`config.mk`:
```
export PLATFORM = sky130hd
export DESIGN_NAME = cmwc_ctrl
export DESIGN_NICKNAME = d
export VERILOG_FILES = /design/src/rtl/core/cmwc_pkg.sv /design/src/rtl/core/cmwc_ctrl.sv
export SDC_FILE = /design/constraint.sdc
export NUM_CORES = 1
export LEC_CHECK = 0
export BUFFER_PORTS_ARGS = -buffer_cell sky130_fd_sc_hd__buf_4
export CAP_MARGIN = 20
export CORE_AREA = 4 4 41 43
export DETAILED_ROUTE_END_ITERATION = 10
export DIE_AREA = 0 0 45 47
export PLACE_DENSITY = 0.34
export SYNTH_ARGS = -nofsm -noshare
export SYNTH_HDL_FRONTEND = slang
export SYNTH_SLANG_ARGS = --single-unit
export TNS_END_PERCENT = 5
```
`constraint.sdc`:
```
create_clock -name clk -period 2.3 [get_ports clk]
set_input_delay 0.23 -clock clk [delete_from_list [all_inputs] [get_ports clk]]
set_output_delay 0.23 -clock clk [all_outputs]
set_load 0.02 [all_outputs]
```
`src/rtl/core/cmwc_pkg.sv`:
```
// Shared types and constants for the CMWC4096 generator.
// No dependencies; every other file of the block but cmwc_ram imports this package.

package cmwc_pkg;

  localparam int unsigned OP_W    = 2;
  localparam int unsigned IDX_W   = 12;
  localparam int unsigned WORD_W  = 32;
  localparam int unsigned BITS_W  = 7;
  localparam int unsigned MULT_W  = 15;
  localparam int unsigned PROD_W  = WORD_W + MULT_W;
  localparam int unsigned SUM_W   = PROD_W + 1;

  localparam logic [MULT_W-1:0] CMWC_MULT = 15'd18782;
  localparam logic [WORD_W-1:0] CMWC_BASE = 32'hFFFF_FFFE;

  typedef enum logic [OP_W-1:0] {
    OP_GENERATE   = 2'd0,
    OP_LOAD_WORD  = 2'd1,
    OP_LOAD_CARRY = 2'd2
  } op_t;

  typedef enum logic [1:0] {
    ST_IDLE,
    ST_MUL,
    ST_ADD,
    ST_FIN
  } state_t;

  // controller -> datapath
  typedef struct packed {
    logic gen_start;
    logic load_word;
    logic load_carry;
    logic mul_en;
    logic add_en;
    logic fin_en;
  } cmd_t;

  // datapath -> controller
  typedef struct packed {
    logic out_free;
  } status_t;

endpackage

```
`src/rtl/core/cmwc_ctrl.sv`:
```
// Controller state machine of the CMWC4096 generator.
// Depends on cmwc_pkg; drives cmd_t into cmwc_dp and reads its status_t.

module cmwc_ctrl (
  input  logic                          clk,
  input  logic                          rst_n,
  input  logic                          in_valid,
  input  logic [cmwc_pkg::OP_W-1:0]     in_operation,
  output logic                          in_ready,
  input  cmwc_pkg::status_t             status,
  output cmwc_pkg::cmd_t                cmd
);
  import cmwc_pkg::*;

  state_t state_r, state_nxt;
  logic   in_xfer;

  always_ff @(posedge clk) begin
    if (!rst_n) begin
      state_r <= ST_IDLE;
    end else begin
      state_r <= state_nxt;
    end
  end

  assign in_xfer = in_valid && in_ready;

  always_comb begin
    state_nxt = state_r;
    cmd       = '0;
    in_ready  = 1'b0;
    unique case (state_r)
      ST_IDLE: begin
        in_ready = 1'b1;
        if (in_xfer) begin
          unique case (op_t'(in_operation))
            OP_GENERATE: begin
              cmd.gen_start = 1'b1;
              state_nxt     = ST_MUL;
            end
            OP_LOAD_WORD:  cmd.load_word  = 1'b1;
            OP_LOAD_CARRY: cmd.load_carry = 1'b1;
            default: ;  // unused code: dropped
          endcase
        end
      end
      ST_MUL: begin
        cmd.mul_en = 1'b1;
        state_nxt  = ST_ADD;
      end
      ST_ADD: begin
        cmd.add_en = 1'b1;
        state_nxt  = ST_FIN;
      end
      ST_FIN: begin
        // hold until the output register can take the new word
        if (status.out_free) begin
          cmd.fin_en = 1'b1;
          state_nxt  = ST_IDLE;
        end
      end
      default: state_nxt = ST_IDLE;
    endcase
  end

endmodule

```
== After elaboration in Yosys (flattened, before gate mapping) ==
Index checks and enable logic that the tools add are counted.

* Flip-flop bits (word level): 2
* Latch bits: 0
* Bits in writable memories: 0
* Bits in read-only memories: 0
* Input port bits: 6
* Output and inout port bits: 7
* Word-level logic and storage cells: 27
* Memories kept: 0

* Add/sub/neg operators: 0
* Multipliers: 0
* Div/mod/pow operators: 0
* Magnitude comparators: 0
* Eq/ne operators: 8
* Shift operators: 0
* Multiplexer cells: 14
* Bitwise gates (word level): 0
* Reductions and logical operators: 4

{| class="wikitable"
|+ Operator list
! kind !! number
|-
| 1-bit two-way mux || 8
|-
| 2-bit one-hot mux with 4 select lines || 1
|-
| 2-bit equality test, second input constant || 3
|-
| 2-bit two-way mux || 3
|-
| 3-bit two-way mux || 2
|-
| 2-bit by 1-bit equality test with 1-bit output, second input constant || 2
|-
| 2-bit zero test || 2
|-
| 2-bit != test, second input constant || 2
|-
| 3-bit AND reduction || 1
|-
| 2-bit by 1-bit != test with 1-bit output, second input constant || 1
|-
| 1-bit logical AND || 1
|}

== Depth between registers and ports, before layout ==
Gate-level depths: netlist of run 1.

* Depth after elaboration: 5
* Gate-level depth with buffers: 4
* Depth with buffers taken out: 4

== Least setup slack after synthesis of run 1 ==
Ideal clock, no wire load.

* Kind: register to output
* From: register state_r[0]
* To: output cmd[4] (netlist bit)
* Arrival time: 1.396 ns
* Data required time: 2.070 ns
* Setup slack: 0.674 ns
* Stages on the path, launching flop included: 5
* Buffers on the path: 0
* Cells stage by stage: dfxtp_1 -> inv_1 -> ha_1 -> nand2_1 -> nor3b_1

{| class="wikitable"
|+ RTL lines
! element !! line !! source
|-
| start, declared || cmwc_ctrl.sv:15 || <nowiki>state_t state_r, state_nxt;</nowiki>
|-
| start signal, assigned || cmwc_ctrl.sv:22 || <nowiki>state_r <= state_nxt;</nowiki>
|-
| end, declared || cmwc_ctrl.sv:11 || <nowiki>output cmwc_pkg::cmd_t cmd</nowiki>
|}

==> results of run 1 <==
[placed cells by master (no fill, tap or decap)]
cell,instances
buf_4,12
ha_1,5
nand2_1,4
clkbuf_4,3
inv_1,2
nor3b_1,2
mux2i_1,2
dfxtp_1,2
nor3_1,1
and2_1,1
o21ai_0,1
or3b_1,1
nor2b_1,1
a21oi_2,1
[worst max-delay path, cell delays in order, from the launching register on]
cell and delay, ns:
dfxtp_1 0.33, inv_1 0.11, ha_1 0.21, nand2_1 0.10
nor3b_1 0.21, buf_4 0.17
[Yosys cell counts, drive strengths merged]
cell type,n,area share
inv,2,0.038
or3b,1,0.044
ha,5,0.31
and2,1,0.031
mux2i,2,0.10
nor3b,2,0.075
nor2b,1,0.031
o21ai,1,0.025
nand2,4,0.075
nor3,1,0.025
dfxtp,2,0.20
a21oi,1,0.044
[metal layers]
metal | GRT usage | up-vias
met5 | 0 | -
met4 | 0.0175 | 0
met3 | 0.0460 | 0
met2 | 0.0847 | 12
met1 | 0.0611 | 89
li1 | - | 108
[final cells by class]
class / count / area [sq um] / area share
inverter: 2 / 7.51 / 0.0226
sequential: 2 / 40.0 / 0.121
tap: 15 / 18.8 / 0.0566
multi-input combinational: 19 / 153 / 0.460
clock buffer: 3 / 22.5 / 0.0679
timing repair buffer: 12 / 90.1 / 0.272
[power breakdown]
part | leakage [nW] | internal [mW] | switching (mW) | total [mW]
sequential | 0.0164 | 0.0487 | 0.0139 | 0.0626
combinational | 0.131 | 0.0887 | 0.110 | 0.199
clock | 0.0138 | 0.0574 | 0.0182 | 0.0756
total | 0.162 | 0.195 | 0.142 | 0.337
[kinds of logic after synthesis]
| group | after synthesis |
|---|---|
| buffers and inverters | 2 |
| flip-flops | 2 |
| AND/OR/NAND/NOR | 10 |
| adder cells (fa/ha/maj) | 5 |
| AO/OA/AOI/OAI | 2 |
| multiplexers | 2 |
[worst min path at each step]
stage | from | endpoint | slack [ns]
after floorplan | rst_n | state_r[1] | 0.38
after global placement | state_r[0] | state_r[0] | 0.50
after detailed placement | state_r[1] | state_r[1] | 0.50
after CTS | rst_n | state_r[0] | 0.29
after global routing | rst_n | state_r[1] | 0.32
final | rst_n | state_r[0] | 0.29
[through the flow]
stage / power (mW) / instances / area (sq um) / setup slack, ns / utilization
2_1_floorplan: 0.197 / 23 / 200 / 0.674 / -
3_3_place_gp: 0.265 / 50 / 309 / 0.958 / 0.238
3_5_place_dp: 0.267 / 50 / 309 / 0.931 / 0.238
4_1_cts: 0.348 / 53 / 332 / 0.681 / 0.255
5_1_grt: 0.374 / 53 / 332 / 0.564 / 0.255
6_report: 0.337 / 53 / 332 / 0.710 / 0.255
==> flow_summary.json, run 1 <==
{
  "synthCells": 23,
  "vias": 209,
  "reg_top3": "state_r: 2 flops",
  "largest_reg_flops": 2,
  "top_layer": "met3",
  "antenna_found_initial": 0,
  "io_buffer_count": 12,
  "crit_path_end_kind": "primary output",
  "max_freq_ghz": 0.629,
  "synth-xor-area-share": 0,
  "htree_levels": 1,
  "fp.dieH_microns": 47,
  "diodes": 0,
  "crit_start": "state_r[0]",
  "synth_top_family_by_area": "adder cells",
  "drv_cap": 0,
  "wl_microns": 493,
  "seq_area_frac_synth": 0.200,
  "vias_per_cell": 3.94,
  "r2r_slack_ns": 1.13,
  "syn_area_sq_um": 200,
  "final_nets": 51,
  "synthToLayoutAreaGrowth_pct": 65.6,
  "dieArea_sq_mm": 0.00212,
  "first_pass_iters": 1,
  "arrival_ns": 1.36,
  "setup_viol": 0,
  "cts_root_buffer": "clkbuf_4",
  "hold_slack_ns": 0.294,
  "status": "complete, no violations",
  "cts_resized": 0,
  "reg2reg_depth": 4,
  "powerDensity_mw_per_mm2": 1020,
  "post_drt_wl_per_cell_microns": 9.30,
  "layout_min_cycle_time_ns": 1.59,
  "std_cell_rows": 13,
  "ir_drop_v": 0.000316,
  "tns_ns": 0,
  "slew_viol_final": 0,
  "drive_gt1_frac": 0.421,
  "finalHoldViolations": 0,
  "synth-compound-area-share": 0.0688,
  "synth_seq_cells": 2,
  "synth_warnings": 0,
  "dp_hpwl_microns": 423,
  "pin_count": 13,
  "p_leak_nw": 0.162,
  "drt-initial-drc-count": 0,
  "rsz0062_at_grt": "false",
  "path_class": "reg2out",
  "largest-register": "state_r",
  "clock_latency_ns": 0.22,
  "clk_pin_slew_ns": 0.03,
  "synth-adder-area-share": 0.313,
  "hp-class": "in2reg",
  "ctsHoldBuffers": 0,
  "avgSynthCellArea_sq_um": 8.70,
  "dr_wl_met2_microns": 186,
  "postRouteAntennaNets": 0,
  "relSlewSlack": 0.877,
  "cts_setup_buffers": 0,
  "yosys.area_share.simple": 0.281,
  "syn_nets": 34,
  "synth_cell_type_count": 12,
  "grt_pass1_vias": 212,
  "r2r_end": "state_r[1]",
  "grt_first_pass_wirelength_microns": 848,
  "cp_data_required_time_ns": 2.07,
  "cts_tree": "built",
  "startpoint_type": "flop",
  "grt.total_usage": 0.0568,
  "synthMuxAreaShare": 0.100,
  "grt_max_degree": 5,
  "gp_congestion": 0.696,
  "fill_cells": 147,
  "cts_inserted_buffers": 3,
  "final.setup_skew_ns": 0.00281,
  "worst_slew_pin_slew_ns": 0.184,
  "m1WireLength_microns": 236,
  "cts_sinks": 2,
  "min_path_cells": 3,
  "clk_path_buf_depth": 2,
  "drc_errors": 0,
  "r2r_start": "state_r[0]",
  "crit_fanout": 4,
  "floorplan.initialDensity": 0.154,
  "die_w_microns": 45,
  "fin_crit_sh": 0.691,
  "core_area_sq_mm": 0.00130,
  "grt_overflow_total": 0,
  "met3_length_microns": 70,
  "crit_end": "cmd[4]"
}
Note: power is estimated with default switching activity, not from simulation.
==> run 2, diff against run 1 <==
PLACE_DENSITY = 0.35   (was 0.34)
clock period = 1.34 ns   (was 2.3 ns; I/O delays follow)
==> run 2 against run 1 <==
  * Sequential cell count stayed put
  * Hold slack worse by 0.10 ns
  * Via count is 9.1% higher
  * Critical path depth stayed put
  * Cell count is 5.7% higher
  * Global-route usage is 0.39 points higher
  * Setup slack worse by 0.66 ns
  * Clock power is 75% higher
  * Non-clock buffer count is 3 higher
  * Clock skew is 0.0027 ns lower
  * Count of clock-buffer cells in the layout stayed put
==> flow_summary.json, run 2 (same netlist as run 1, synthesis figures left out) <==
{
  "wl_microns": 572,
  "drt-initial-drc-count": 0,
  "grt_first_pass_wirelength_microns": 903,
  "grt_pass1_vias": 239,
  "min_from": "rst_n",
  "grtUsageMet1": 0.0632,
  "p_leak_nw": 0.186,
  "cpPeakStageDelay_ns": 0.35,
  "top_usage_layer": "met2",
  "fin_crit_sh": 0.962,
  "layout_min_cycle_time_ns": 1.29,
  "reg_top3": "state_r: 2 flops",
  "htree_levels": 1,
  "post_drt_wl_per_cell_microns": 10.2,
  "arrival_ns": 1.15,
  "worstPathCellList": "inv_4 -> ha_4 -> nand2_4 -> nor3b_2 -> buf_4",
  "grt_max_degree": 5,
  "startpoint_type": "flop",
  "pin_count": 13,
  "dp.cells": 50,
  "drive_gt1_frac": 0.683,
  "r2r_start": "state_r[0]",
  "cts_root_buffer": "clkbuf_4",
  "path_class": "reg2out",
  "fp.dieH_microns": 47,
  "cts_inserted_buffers": 3,
  "first_pass_iters": 1,
  "crit_fanout": 4,
  "core_area_sq_mm": 0.00130,
  "dp_hpwl_microns": 469,
  "worst_path_max_delay_cell": "dfxtp_4",
  "relSlewSlack": 0.881,
  "clock_latency_ns": 0.22,
  "postRouteAntennaNets": 0,
  "crit_start": "state_r[0]",
  "floorplan.initialDensity": 0.154,
  "post-route-util": 0.309,
  "use_met3": 0.0192,
  "final.setup_skew_ns": 0.000155,
  "hp-class": "in2reg",
  "die_w_microns": 45,
  "setup_viol": 0,
  "status": "complete, no violations",
  "powerDensity_mw_per_mm2": 1840,
  "tns_ns": 0,
  "multi_input_area_sq_um": 188,
  "clk_path_buf_depth": 2,
  "diodes": 0,
  "hold_slack_ns": 0.191,
  "finalHoldViolations": 0,
  "synthToLayoutAreaGrowth_pct": 101,
  "final_common_cell": "buf_4",
  "final_cell_mix": "15 x buf_4, 4 x ha_1, 3 x nand2_1, 3 x clkbuf_4",
  "grtUsageMet2": 0.0989,
  "worst_slew_pin_slew_ns": 0.177,
  "antenna_found_initial": 0,
  "rsz0062_at_grt": "true",
  "finalNonFillerCells": 56,
  "final_nets": 54,
  "fill_cells": 140,
  "std_cell_rows": 13,
  "vias_per_cell": 4.07,
  "drv_cap": 0,
  "slew_viol_final": 0,
  "grt.total_usage": 0.0607,
  "drc_errors": 0,
  "cts_sinks": 2,
  "largest_reg_flops": 2,
  "clk_pin_slew_ns": 0.03,
  "io_buffer_count": 12,
  "cp_data_required_time_ns": 1.21,
  "gp_congestion": 0.716,
  "cts_tree": "built",
  "crit_path_end_kind": "primary output",
  "vias": 228,
  "largest-register": "state_r",
  "grt_overflow_total": 0,
  "max_freq_ghz": 0.776,
  "register_area_sq_um": 47.5,
  "ir_drop_v": 0.000543,
  "dieArea_sq_mm": 0.00212
}
## run 2: cell types whose count changed in the layout (fill, tap and decap cells not counted), sizes merged
cell  previous run  this run
buf             12        15
## run 2: final timing paths
kind | to | slack [ns] | depth (start not counted)
setup reg to reg | state_r[0] | 0.18 | 5
setup / recovery | cmd[3] | 0.05 | 5
hold / removal | state_r[1] | 0.19 | 3
hold reg to reg | state_r[1] | 0.51 | 2
## run 2: timing repair
| action | in CTS | in global routing |
|---|---|---|
| hold buffers | 0 | 0 |
| buffers inserted | 3 | 0 |
| endpoints found under the setup margin | 3 | 1 |
| pin swaps | 3 | 3 |
| gates resized for setup | 8 | 4 |
## run 2: layer usage
metal / wire (microns) / vias to the layer above
li1: - / 115
met1: 202 / 103
met2: 302 / 10
met3: 67 / 0
met4: 0 / 0
met5: 0 / -
## run 2: final cells by class
cell class	instances	share of cell area
sequential	2	0.118
clock buffer	3	0.0561
timing repair buffer	15	0.280
tap	15	0.0467
inverter	2	0.0312
multi-input combinational	19	0.467
## run 2: stage by stage
| step | total power [mW] | instance area, sq um | setup WS, ns |
|---|---|---|---|
| after floorplan | 0.347 | 215 | -0.0454 |
| after global placement | 0.464 | 324 | 0.0870 |
| after detailed placement | 0.477 | 324 | 0.0384 |
| after CTS | 0.742 | 392 | 0.00715 |
| after global routing | 0.799 | 402 | -0.00146 |
| final | 0.740 | 402 | 0.0514 |
## run 2: worst max-delay path: cells and delay by family, from the launching register on
| family | cells | cell delay (ns) |
|---|---|---|
| DFF | 1 | 0.35 |
| buffers and inverters | 2 | 0.22 |
| and+or+nand+nor | 2 | 0.22 |
| adders and majority gates | 1 | 0.14 |
## run 2: power by group
part           total [mW]  switching (mW)  internal [mW]
registers           0.134          0.0368         0.0970
clock network       0.132          0.0334         0.0987
logic               0.474           0.233          0.241
==> run 3, diff against run 2 <==
BUFFER_PORTS_ARGS = -buffer_cell sky130_fd_sc_hd__buf_2   (was -buffer_cell sky130_fd_sc_hd__buf_4)
PLACE_DENSITY = 0.34   (was 0.35)
clock period = 1.5 ns   (was 1.34 ns; I/O delays follow)
==> run 3 against run 2 <==
  * Register-to-register slack better by 0.19 ns
  * First-iteration DRC count grew 1
  * Combinational power down 34%
  * Critical path depth unchanged
  * Wire length fell by 16%
  * Critical path type unchanged
  * Largest cell class unchanged
==> flow_summary.json, run 3 (same netlist as run 1, synthesis figures left out) <==
{
  "drive_gt1_frac": 0.579,
  "cts_setup_buffers": 0,
  "r2r_slack_ns": 0.37,
  "place_ws_ns": 0.215,
  "worst_slew_pin_slew_ns": 0.187,
  "fill_cells": 149,
  "io_buffer_count": 12,
  "dp.cells": 50,
  "synthToLayoutAreaGrowth_pct": 63.1,
  "die_w_microns": 45,
  "drt-initial-drc-count": 1,
  "register_area_sq_um": 40.0,
  "hp-class": "in2reg",
  "grt_first_pass_wirelength_microns": 793,
  "gp_congestion": 0.689,
  "grt_max_degree": 5,
  "final_common_cell": "buf_2",
  "clk_path_buf_depth": 2,
  "final_nets": 51,
  "final_cell_mix": "12 x buf_2, 4 x ha_1, 3 x nand2_1, 3 x clkbuf_4",
  "fin_ws_ns": 0.0920,
  "crit_path_end_kind": "primary output",
  "pin_count": 13,
  "fin_crit_sh": 0.939,
  "relSlewSlack": 0.874,
  "htree_levels": 1,
  "grt_overflow_total": 0,
  "r2r_end": "state_r[1]",
  "crit_start": "state_r[1]",
  "drv_cap": 0,
  "cts_inserted_buffers": 3,
  "clk_pin_slew_ns": 0.03,
  "max_freq_ghz": 0.710,
  "dieArea_sq_mm": 0.00212,
  "reg_top3": "state_r: 2 flops",
  "drc_errors": 0,
  "arrival_ns": 1.26,
  "cts_root_buffer": "clkbuf_4",
  "slew_viol_final": 0,
  "powerDensity_mw_per_mm2": 1610,
  "vias": 202,
  "startpoint_type": "flop",
  "finalHoldViolations": 0,
  "post_drt_wl_per_cell_microns": 9.06,
  "fp.dieH_microns": 47,
  "clock_latency_ns": 0.22,
  "grt.total_usage": 0.0520,
  "cp_data_required_time_ns": 1.35,
  "postRouteAntennaNets": 0,
  "reg2reg_depth": 4,
  "multi_input_area_sq_um": 178,
  "largest-register": "state_r",
  "floorplan.initialDensity": 0.154,
  "finalNonFillerCells": 53,
  "crit_end": "cmd[4]",
  "grt_pass1_vias": 199,
  "dpl-instance-area_sq_um": 279,
  "cts_tree": "built",
  "r2r_start": "state_r[0]",
  "layout_min_cycle_time_ns": 1.41,
  "antenna_found_initial": 0,
  "wl_microns": 480,
  "rsz0062_at_grt": "false",
  "p_leak_nw": 0.160,
  "cts_sinks": 2,
  "diodes": 0,
  "crit_fanout": 4,
  "post-route-util": 0.251,
  "largest_reg_flops": 2,
  "vias_per_cell": 3.81,
  "setup_viol": 0,
  "first_pass_iters": 2,
  "core_area_sq_mm": 0.00130,
  "ir_drop_v": 0.000602,
  "path_class": "reg2out",
  "final.setup_skew_ns": 0.00311,
  "finish.instance_area_sq_um": 327,
  "std_cell_rows": 13,
  "status": "complete, no violations"
}
run 3: cell type report:
type,instances,area share
clock buffers,3,0.0690
well taps,15,0.0575
multi-input cells,19,0.544
inverters,2,0.0230
repair buffers,12,0.184
flip-flops and latches,2,0.123
run 3: how the worst min path moves through the flow:
stage	cells after the start	endpoint	slack (ns)	startpoint
2_1_floorplan	2	state_r[1]	0.30	rst_n
3_3_place_gp	3	state_r[0]	0.44	rst_n
3_5_place_dp	3	state_r[1]	0.45	rst_n
4_1_cts	3	state_r[1]	0.22	rst_n
5_1_grt	3	state_r[1]	0.25	rst_n
6_report	3	state_r[1]	0.22	rst_n
run 3: metrics by stage:
step / power [mW] / TNS, ns / hold WS, ns
6_report: 0.527 / 0 / 0.220
4_1_cts: 0.504 / 0 / 0.216
3_5_place_dp: 0.376 / 0 / 0.446
5_1_grt: 0.585 / 0 / 0.246
3_3_place_gp: 0.369 / 0 / 0.440
2_1_floorplan: 0.302 / -0.0769 / 0.296
run 3: power breakdown:
| group | total (mW) | internal, mW | switching [mW] |
|---|---|---|---|
| Sequential | 0.101 | 0.0747 | 0.0260 |
| Clock | 0.114 | 0.0879 | 0.0259 |
| Combinational | 0.312 | 0.128 | 0.184 |
| Total | 0.527 | 0.291 | 0.236 |
run 3: critical path, stage by stage, from the launching register on:
cell     delay [ns]
dfxtp_1        0.33
inv_2          0.10
ha_4           0.15
nand2_2        0.08
nor3b_1        0.18
buf_2          0.19
run 3: timing repair:
item	4_1_cts	5_1_grt
pin swaps	1	0
resized for setup	3	4
hold buffers	0	0
setup endpoints to repair	2	3
run 3: per-layer routing:
layer,routed length (microns),GRT usage,vias up
li1,-,-,107
met1,214,0.0609,83
met5,0,0,-
met2,197,0.0847,12
met3,68,0.0345,0
met4,0,0,0
